File: src/rtl/utfl_ram.sv
// Generic single-port synchronous RAM, registered read.
// No dependencies.
module utfl_ram #(
  parameter int WIDTH = 8,
  parameter int DEPTH = 16
) (
  input  logic                     clk,
  input  logic                     we,
  input  logic [$clog2(DEPTH)-1:0] addr,
  input  logic [WIDTH-1:0]         wdata,
  output logic [WIDTH-1:0]         rdata
);
  logic [WIDTH-1:0] mem [DEPTH];

  always_ff @(posedge clk) begin
    if (we) begin
      mem[addr] <= wdata;
    end
    rdata <= mem[addr];
  end
endmodule

File: config.mk
export PLATFORM = sky130hd
export DESIGN_NAME = utfl_ram
export DESIGN_NICKNAME = d
export VERILOG_FILES = /design/src/rtl/utfl_ram.sv
export SDC_FILE = /design/constraint.sdc
export NUM_CORES = 1
export LEC_CHECK = 0
export BUFFER_PORTS_ARGS = -buffer_cell sky130_fd_sc_hd__buf_2
export CORE_UTILIZATION = 55
export DETAILED_ROUTE_END_ITERATION = 10
export PLACE_DENSITY_LB_ADDON = 0.05
export SLEW_MARGIN = 20
export SYNTH_ARGS = -nofsm -noshare
export SYNTH_HDL_FRONTEND = slang
export SYNTH_SLANG_ARGS = --single-unit
File: constraint.sdc
create_clock -name clk -period 5.1 [get_ports clk]
set_input_delay 1.02 -clock clk [delete_from_list [all_inputs] [get_ports clk]]
set_output_delay 1.02 -clock clk [all_outputs]
set_load 0.1 [all_outputs]
==> impl_results.md, run 1 <==
* PD cells at 430.6 mW/mm2
* Top sig layer: met4
* Simple-gate share of the synthesized area at 3.210%
* Worst slew pin tran at 0.9692 ns
* Buffer type at the clock tree root: clkbuf_8
* Finish-stage setup viols at 0
* Skew-Pair Late Insertion Delay at 0.52 ns
* Top post-synthesis cells by area: edfxtp_1 (76%), mux4_2 (14%), dfxtp_1 (3.2%)
* Synth Area in XOR/XNOR at 0%
* First-pass GRT wire length at 14.55 mm
* Final min period at 2.589 ns
* Syn Nets at 244
* Setup total negative slack at 0 ns
* Routability cong. at 0.7225
* Post-Synth Adder-Cell Area at 0%
* FF+latch count, synth at 136
* Number of global-route vias before repair at 2,470
* RSZ-0062 raised after global routing: false
* Deepest clock path buffer count at 2
* Critical Path AT at 2.74 ns
* Library cells used by synthesis at 18
* Hold Crit Class: flop to flop
* # rows at 34
* Achievable Freq at 386.3 MHz
* Clock share of power at 43.3%
* Mux share of post-synthesis cell area at 14.22%
* Starting Density at 57.54%
* 1st-iter DRT viols at 134
* DRT Pass-1 Iters at 5
* H-tree Lvls at 4
* Most frequent cells in the layout: edfxtp_1 (128), mux4_2 (32), buf_2 (21)
* Peak supply drop at 0.0002846 V
* Area Overhead vs Synth at 14.77%
* Via count at 2,368
* DP HPWL at 5.665 mm
* Grt ovf at 0
* Share of cells above drive strength 1 at 32.61%
* Leak Pwr at 1.887 nW
* Vias per Instance at 6.167
* Cell count after synthesis at 230
* Comb pwr share at 6.5%
* Sequential Power Share at 50.2%
* Die area at 0.009601 mm2
* Top-area cell type share of the netlist area at 75.85%
* Setup Fix Bufs, Post-CTS at 0
* DR DRC count at 0
* P_sw at 0.6041 mW
* Critical Path RT at 5.25 ns
* Final Util at 66.04%
* Avg Synthesized Cell Area at 22.03 um2
* Commonest non-fill, non-tap cell in the layout: edfxtp_1
* YS warnings at 0
* Die W at 97.99 um
* I/O Buffers at 21
* Std-Cell Core Area at 0.008806 mm2
* Sequential fraction of the synthesis area at 79.01%
* Clock skew at 0.008656 ns
* Count of pins over their slew limit at 0
* CTS tree: built
* Cts repair resizes at 0
* Headroom to the max-slew limit at 35.15%
* Fin crit share at 50.76%
* GRT Total Usage at 22.07%
* Status: finished clean
* Worst-path clk slew at 0.06 ns
* N_diodes at 0
* CP startpoint kind: input port
* Final Non-Filler Cells at 384
* Hold buffers post-CTS at 0
* Total wire length at 9.307 mm
* Final hold violations at 0
* P_int at 1.900 mW
* Met1 wire length at 3.870 mm
* Sw Share at 24.12%
* Met2 wire length at 4.652 mm
* Dpl cells at 352
* I/O Pins at 22
* Maxcap violations at 0
* Largest net degree at the start of global routing at 40
* Chip height at 97.99 um
* Mean routed wirelength per cell at 24.24 um
* Combined area of all synthesized cells at 0.005067 mm2
* Final nets at 277
* Crit path capture type: flop
* Multi-input gate area at 0.001008 mm2
* Layout fillers at 564
* Metal3 WL at 608 um
* Cts bufs inserted at 17
* CP Max Fanout at 39
* Total number of clock tree sinks at 136
* Initial antenna violation count at 0
* Area leader, netlist: edfxtp_1
* WS Path Type: input port to flop
* Detail Route Antenna Nets at 0
* Register area at 0.004004 mm2
* Post-synthesis compound-gate area fraction at 2.370%
* Largest family of logic cells by synthesized area: multiplexers
[per-stage QoR]
step                power, mW  worst slack (ns)  hold WS, ns  instance area [um2]
CTS                     2.513             2.524       0.6732                 5816
global placement        1.442             1.981       0.6473                 5283
detailed placement      1.444             1.968       0.6630                 5283
finish                  2.504             2.511       0.6711                 5816
global route            2.567             2.337       0.7058                 5816
floorplan               1.397             2.587       0.6349                 5067
[synth_stat cells]
master	number
a22oi_1	16
and2_1	1
buf_1	4
buf_2	2
buf_6	2
clkbuf_1	2
clkbuf_2	1
dfxtp_1	8
edfxtp_1	128
mux4_2	32
nand2_1	9
nand2b_1	2
nand3_1	1
nand3b_1	2
nor2_1	13
nor2b_1	2
nor3_1	4
or3b_2	1
[final timing paths]
kind | cells past startpoint | slack, ns | from | to
min reg2reg | 3 | 0.67 | mem[14][1]$_DFFE_PP_ | rdata[1]$_DFF_P_
max reg2reg | 3 | 3.75 | mem[0][1]$_DFFE_PP_ | rdata[1]$_DFF_P_
max | 3 | 2.51 | addr[1] | mem[10][3]$_DFFE_PP_
min | 3 | 0.67 | mem[14][1]$_DFFE_PP_ | rdata[1]$_DFF_P_
[critical path, cell delays in order]
cell	delay (ns)
buf_2	0.71
nand2b_1	0.25
nor2_1	0.74
[cell type report]
cell class | instances | area share [%]
clock buffer | 17 | 7.121
clock inverter | 15 | 2.044
multi-input combinational | 83 | 17.34
sequential | 136 | 68.85
tap | 108 | 2.324
timing repair buffer | 25 | 2.324
[registers in the layout (all words and copies together) (netlist names)]
register,count
mem,128
rdata,8
[cell families after synthesis]
kind of cell | Yosys count
buffers and inverters | 11
and+or+nand+nor | 35
muxes | 32
DFF | 136
AOI/OAI and AO/OA | 16
[power groups by stage]
stage | clock network [mW] | logic, mW | registers [mW]
floorplan | 0 | 0.0644 | 1.33
global placement | 0 | 0.163 | 1.28
detailed placement | 0 | 0.164 | 1.28
CTS | 1.09 | 0.164 | 1.26
global route | 1.14 | 0.172 | 1.26
finish | 1.09 | 0.163 | 1.26
[metal layers]
| layer | track usage, % | vias to the layer above |
|---|---|---|
| li1 | - | 1029 |
| met1 | 29.13 | 1224 |
| met2 | 35.64 | 96 |
| met3 | 5.583 | 19 |
| met4 | 8.858 | 0 |
| met5 | 0 | - |
Power figures use the tool's default switching activity.
==> run 2, diff against run 1 <==
Settings changed: ABC_AREA set to 1.
Clock period 5.1 ns to 2.2 ns, I/O delays scaled along.
==> impl_results.md, run 2 <==
* RSZ-0062 raised after global routing: false
* Top-area cell type share of the netlist area at 68.72% (-7.1 points)
* Worst-path clk slew at 0.06 ns (about the same)
* Starting Density at 56.96% (-0.59 points)
* Count of pins over their slew limit at 0 (unchanged)
* Final min period at 1.696 ns
* 1st-iter DRT viols at 221 (+65%)
* Worst R2R Setup Slack at 1.21 ns (-2.54 ns)
* Max reg flops at 128 (unchanged)
* Avg Synthesized Cell Area at 10.21 um2 (-54%)
* Die area at 0.01058 mm2 (+10%)
* DR DRC count at 0 (unchanged)
* Worst slew pin tran at 0.5854 ns (-0.3838 ns)
* Deepest clock path buffer count at 2 (unchanged)
* CP top delay family: buffers and inverters
* N_diodes at 0 (unchanged)
* Crit path buffers/inverters at 1 (unchanged)
* PD cells at 953.9 mW/mm2 (+120%)
* Final Util at 66.87% (+0.83 points)
* I/O Pins at 22 (unchanged)
* Total number of clock tree sinks at 136 (unchanged)
* Crit path capture type: output pin
* Initial antenna violation count at 0 (unchanged)
* Met1 Use GR at 33.63% (+4.5 points)
* Leak Pwr at 2.856 nW (+51%)
* Std-Cell Core Area at 0.009819 mm2 (+12%)
* Synth cell count leaders: nand2_1 (346), edfxtp_1 (128), inv_1 (21)
* Clock skew at 0.009448 ns (+0.0007915 ns)
* CP startpoint kind: flop
* Critical Path AT at 1.26 ns (-1.48 ns)
* GRT Max-Usage Layer: met2
* Critical Path RT at 1.76 ns (-3.49 ns)
* Hold buffers post-CTS at 0 (unchanged)
* Skew-Pair Late Insertion Delay at 0.53 ns (about the same)
* Status: finished clean
* GRT Total Usage at 24.37% (+2.3 points)
* Cell count after synthesis at 548 (+140%)
* Post-synth EDFFs at 128 (unchanged)
* Hold Crit Class: input port to flop
* Crit-path max cell delay at 0.42 ns (-0.32 ns)
* Most flops, register: mem
* # rows at 36 (+5.9%)
* FF+latch count, synth at 136 (unchanged)
* YS warnings at 0 (unchanged)
* Most frequent cells in the layout: nand2_1 (346), edfxtp_1 (128), buf_4 (25)
* Setup total negative slack at 0 ns (unchanged)
* Dpl cells at 707 (+100%)
* Chip height at 102.8 um (+5.0%)
* Commonest non-fill, non-tap cell in the layout: nand2_1
* CP Max Fanout at 1 (-97%)
* I/O Buffers at 21 (unchanged)
* First-pass GRT wire length at 17.96 mm (+23%)
* Crit-path cells: buf_2
* Post-route cell area at 0.006566 mm2 (+13%)
* Sequential fraction of the synthesis area at 71.59% (-7.4 points)
* Maxcap violations at 0 (unchanged)
* Via count at 3,659 (+55%)
* Total wire length at 11.49 mm (+23%)
* Most common cell in the synthesized netlist: nand2_1
* H-tree Lvls at 4 (unchanged)
* Top post-synthesis cells by area: edfxtp_1 (69%), nand2_1 (23%), dfxtp_1 (2.9%)
* Die W at 102.8 um (+5.0%)
* Cts bufs inserted at 17 (unchanged)
* Post-DP Area at 0.005956 mm2 (+13%)
* Detail Route Antenna Nets at 0 (unchanged)
* CTS tree: built
* Combined area of all synthesized cells at 0.005593 mm2 (+10%)
* Headroom to the max-slew limit at 60.83% (+26 points)
* Slowest CP cell: buf_2
* DRT Pass-1 Iters at 5 (unchanged)
* Routing usage on met2 at 37.95% (+2.3 points)
* Final Non-Filler Cells at 739 (+92%)
* Regs by FF count: mem (128), rdata (8)
* Achievable Freq at 589.7 MHz
* Syn Nets at 562 (+130%)
* Area Overhead vs Synth at 17.40%
* Fin crit share at 77.09%
* DP HPWL at 7.159 mm (+26%)
* Cts repair resizes at 0 (unchanged)
* Post-synth ARST share at 0% (unchanged)
* Buffer type at the clock tree root: clkbuf_8
* Final nets at 607 (+120%)
* Largest net degree at the start of global routing at 33 (-18%)
* Final hold violations at 0 (unchanged)
* Mean routed wirelength per cell at 15.54 um (-36%)
* Peak supply drop at 0.0005729 V (+100%)
* Area leader, netlist: edfxtp_1
* Finish-stage setup viols at 0 (unchanged)
* Grt ovf at 0 (unchanged)
* Setup Fix Bufs, Post-CTS at 0 (unchanged)
* Routing usage on met3 at 6.508% (+0.93 points)
* Vias per Instance at 4.951 (-20%)
* WS Path Type: flop to output pin
* Share of cells above drive strength 1 at 13.04% (-20 points)
* Number of global-route vias before repair at 3,427 (+39%)
* Routability cong. at 0.7544 (+4.4%)
* Most used DFF post-synth: edfxtp_1
* Library cells used by synthesis at 11 (-7)
-- run 2: layer usage --
layer  wire [um]  vias up
li1            -     1844
met1        5486     1699
met2        5161       99
met3         682       17
met4         155        0
met5           0        -
-- run 2: through the flow --
| stage | hold slack (ns) | power (mW) | setup slack (ns) |
|---|---|---|---|
| after floorplan | 0.5389 | 3.291 | 0.3828 |
| after global placement | 0.6865 | 3.433 | 0.3713 |
| after detailed placement | 0.6949 | 3.438 | 0.3427 |
| after CTS | 0.3259 | 6.300 | 0.4814 |
| after global routing | 0.3413 | 6.450 | 0.4507 |
| final | 0.3361 | 6.264 | 0.5041 |
-- run 2: path summary, 6_finish.rpt --
check	startpoint	endpoint	cells after the start
worst max-delay path	rdata[0]$_DFF_P_	rdata[0]	1
worst min-delay path	wdata[4]	mem[10][4]$_DFFE_PP_	1
worst min register to register	mem[8][5]$_DFFE_PP_	rdata[5]$_DFF_P_	8
worst max register to register	mem[7][5]$_DFFE_PP_	rdata[5]$_DFF_P_	8
-- run 2: power by group --
part           internal [mW]  switching (mW)
Clock                   1.86            1.02
Combinational          0.105           0.369
Sequential              2.90          0.0137
Total                   4.86            1.40
-- run 2: worst register-to-register path, delay by kind of cell (launching register included) --
family	cells	cell delay, ns
DFF	1	0.37
buffers and inverters	1	0.06
and+or+nand+nor	7	0.48
-- run 2: final cells by class --
cell class                      count  area (um2)
Clock buffer                       19       431.7
Clock inverter                     13       178.9
Fill cell                         798        3253
Inverter                           23       86.33
Multi-Input combinational cell    368        1386
Sequential cell                   136        4004
Tap cell                          133       166.4
Timing Repair Buffer               47       312.8
-- run 2: kinds of logic after synthesis --
family	after synthesis	share of synthesized area, %
buffers and inverters	44	3.624
DFF	136	71.59
and+or+nand+nor	368	24.79
==> run 3, diff against run 2 <==
Settings changed: ABC_AREA 1 to 0.
Clock period 2.2 ns to 1.6 ns, I/O delays scaled along.
==> impl_results.md, run 3 (synthesized netlist as in run 1, its figures left out) <==
* Status: finished clean
* Cts bufs inserted at 17 (unchanged)
* RSZ-0062 raised after global routing: false
* N_diodes at 0 (unchanged)
* PD cells at 1311 mW/mm2 (+37%)
* Headroom to the max-slew limit at 46.63% (-14 points)
* GRT Total Usage at 21.29% (-3.1 points)
* Final Non-Filler Cells at 419 (-43%)
* Final nets at 312 (-49%)
* CP top delay family: buffers and inverters
* Total wire length at 9.071 mm (-21%)
* Chip height at 97.99 um (-4.7%)
* Post-route cell area at 0.006176 mm2 (-5.9%)
* DR DRC count at 0 (unchanged)
* CTS tree: built
* Number of global-route vias before repair at 2,625 (-23%)
* Buffer type at the clock tree root: clkbuf_8
* Final Util at 70.13% (+3.3 points)
* Critical Path AT at 1.23 ns (-0.03 ns)
* Die W at 97.99 um (-4.7%)
* Worst slew pin tran at 0.7990 ns (+0.2135 ns)
* Std-Cell Core Area at 0.008806 mm2 (-10%)
* Via count at 2,481 (-32%)
* Crit path buffers/inverters at 1 (unchanged)
* DRT Pass-1 Iters at 4 (-1)
* Detail Route Antenna Nets at 0 (unchanged)
* Clock skew at 0.008906 ns (-0.0005419 ns)
* Vias per Instance at 5.921 (+20%)
* Regs by FF count: mem (128), rdata (8)
* DP HPWL at 6.132 mm (-14%)
* Largest net degree at the start of global routing at 27 (-18%)
* Skew-Pair Late Insertion Delay at 0.50 ns (-0.03 ns)
* # rows at 34 (-5.6%)
* WS Path Type: flop to output pin
* Critical Path RT at 1.28 ns (-0.48 ns)
* Leak Pwr at 2.104 nW (-26%)
* First-pass GRT wire length at 14.39 mm (-20%)
* Mean routed wirelength per cell at 21.65 um (+39%)
* Worst-path clk slew at 0.05 ns (about the same)
* Setup total negative slack at 0 ns (unchanged)
* H-tree Lvls at 4 (unchanged)
* Share of cells above drive strength 1 at 43.09% (+30 points)
* Commonest non-fill, non-tap cell in the layout: edfxtp_1
* 1st-iter DRT viols at 160 (-28%)
* Crit path capture type: output pin
* CP startpoint kind: flop
* Grt ovf at 0 (unchanged)
* Final min period at 1.545 ns
* Max reg flops at 128 (unchanged)
* Hold Crit Class: input port to flop
* Crit-path cells: buf_2
* CP Max Fanout at 1 (unchanged)
* Die area at 0.009601 mm2 (-9.2%)
* Crit-path max cell delay at 0.42 ns (about the same)
* Routability cong. at 0.7521 (-0.30%)
* Maxcap violations at 0 (unchanged)
* Final hold violations at 0 (unchanged)
* Post-DP Area at 0.005613 mm2 (-5.8%)
* I/O Buffers at 21 (unchanged)
* Count of pins over their slew limit at 0 (unchanged)
* I/O Pins at 22 (unchanged)
* Peak supply drop at 0.001033 V (+80%)
* Initial antenna violation count at 0 (unchanged)
* Hold buffers post-CTS at 0 (unchanged)
* Most flops, register: mem
* Finish-stage setup viols at 0 (unchanged)
* Area Overhead vs Synth at 21.88%
* Deepest clock path buffer count at 2 (unchanged)
* Total number of clock tree sinks at 136 (unchanged)
* Achievable Freq at 647.2 MHz
* Fin crit share at 96.57%
* Most frequent cells in the layout: edfxtp_1 (128), buf_4 (38), mux4_2 (32)
* Starting Density at 57.54% (+0.59 points)
* Slowest CP cell: buf_2
* Dpl cells at 387 (-45%)
-- run 3: worst paths after layout --
kind	startpoint	to	slack, ns	cells past startpoint
setup reg to reg	mem[2][0]$_DFFE_PP_	rdata[0]$_DFF_P_	0.15	3
hold reg to reg	mem[15][6]$_DFFE_PP_	rdata[6]$_DFF_P_	0.68	3
hold / removal	wdata[1]	mem[8][1]$_DFFE_PP_	0.21	1
setup / recovery	rdata[7]$_DFF_P_	rdata[7]	0.05	1
-- run 3: power breakdown --
| group | switching, mW | leakage, nW | total [mW] | internal, mW |
|---|---|---|---|---|
| combinational | 0.389 | 0.612 | 0.579 | 0.190 |
| sequential | 0.0228 | 1.22 | 4.01 | 3.99 |
| clock | 1.29 | 0.268 | 3.51 | 2.22 |
-- run 3: layout make-up --
class	instances	area (um2)
clock buffers	25	484.2
flip-flops and latches	136	4004
well taps	108	135.1
fillers	539	2630
clock inverters	7	68.82
repair buffers	60	445.4
multi-input cells	83	1039
-- run 3: metal layers --
layer  wire length (um)  GRT usage (%)  vias to the layer above  part of all wire (%)
met4                159          9.674                        0                   1.8
met2               4589          33.75                       78                    51
li1                   -              -                     1095                     -
met1               3824          28.42                     1290                    42
met5                  0              0                        -                     0
met3                496          5.082                       18                   5.5
-- run 3: timing repair --
| item | 4_1_cts | 5_1_grt |
|---|---|---|
| setup buffers | 0 | 0 |
| setup endpoints to repair | 2 | 2 |
| gates resized for setup | 2 | 2 |
-- run 3: through the flow --
step	power [mW]	hold WS (ns)	setup slack (ns)
5_1_grt	8.343	0.1992	0.007749
2_1_floorplan	4.460	0.4189	-0.1075
3_5_place_dp	4.656	0.6722	-0.2235
3_3_place_gp	4.648	0.6579	-0.1338
6_report	8.097	0.2089	0.05495
4_1_cts	8.149	0.1979	0.008134
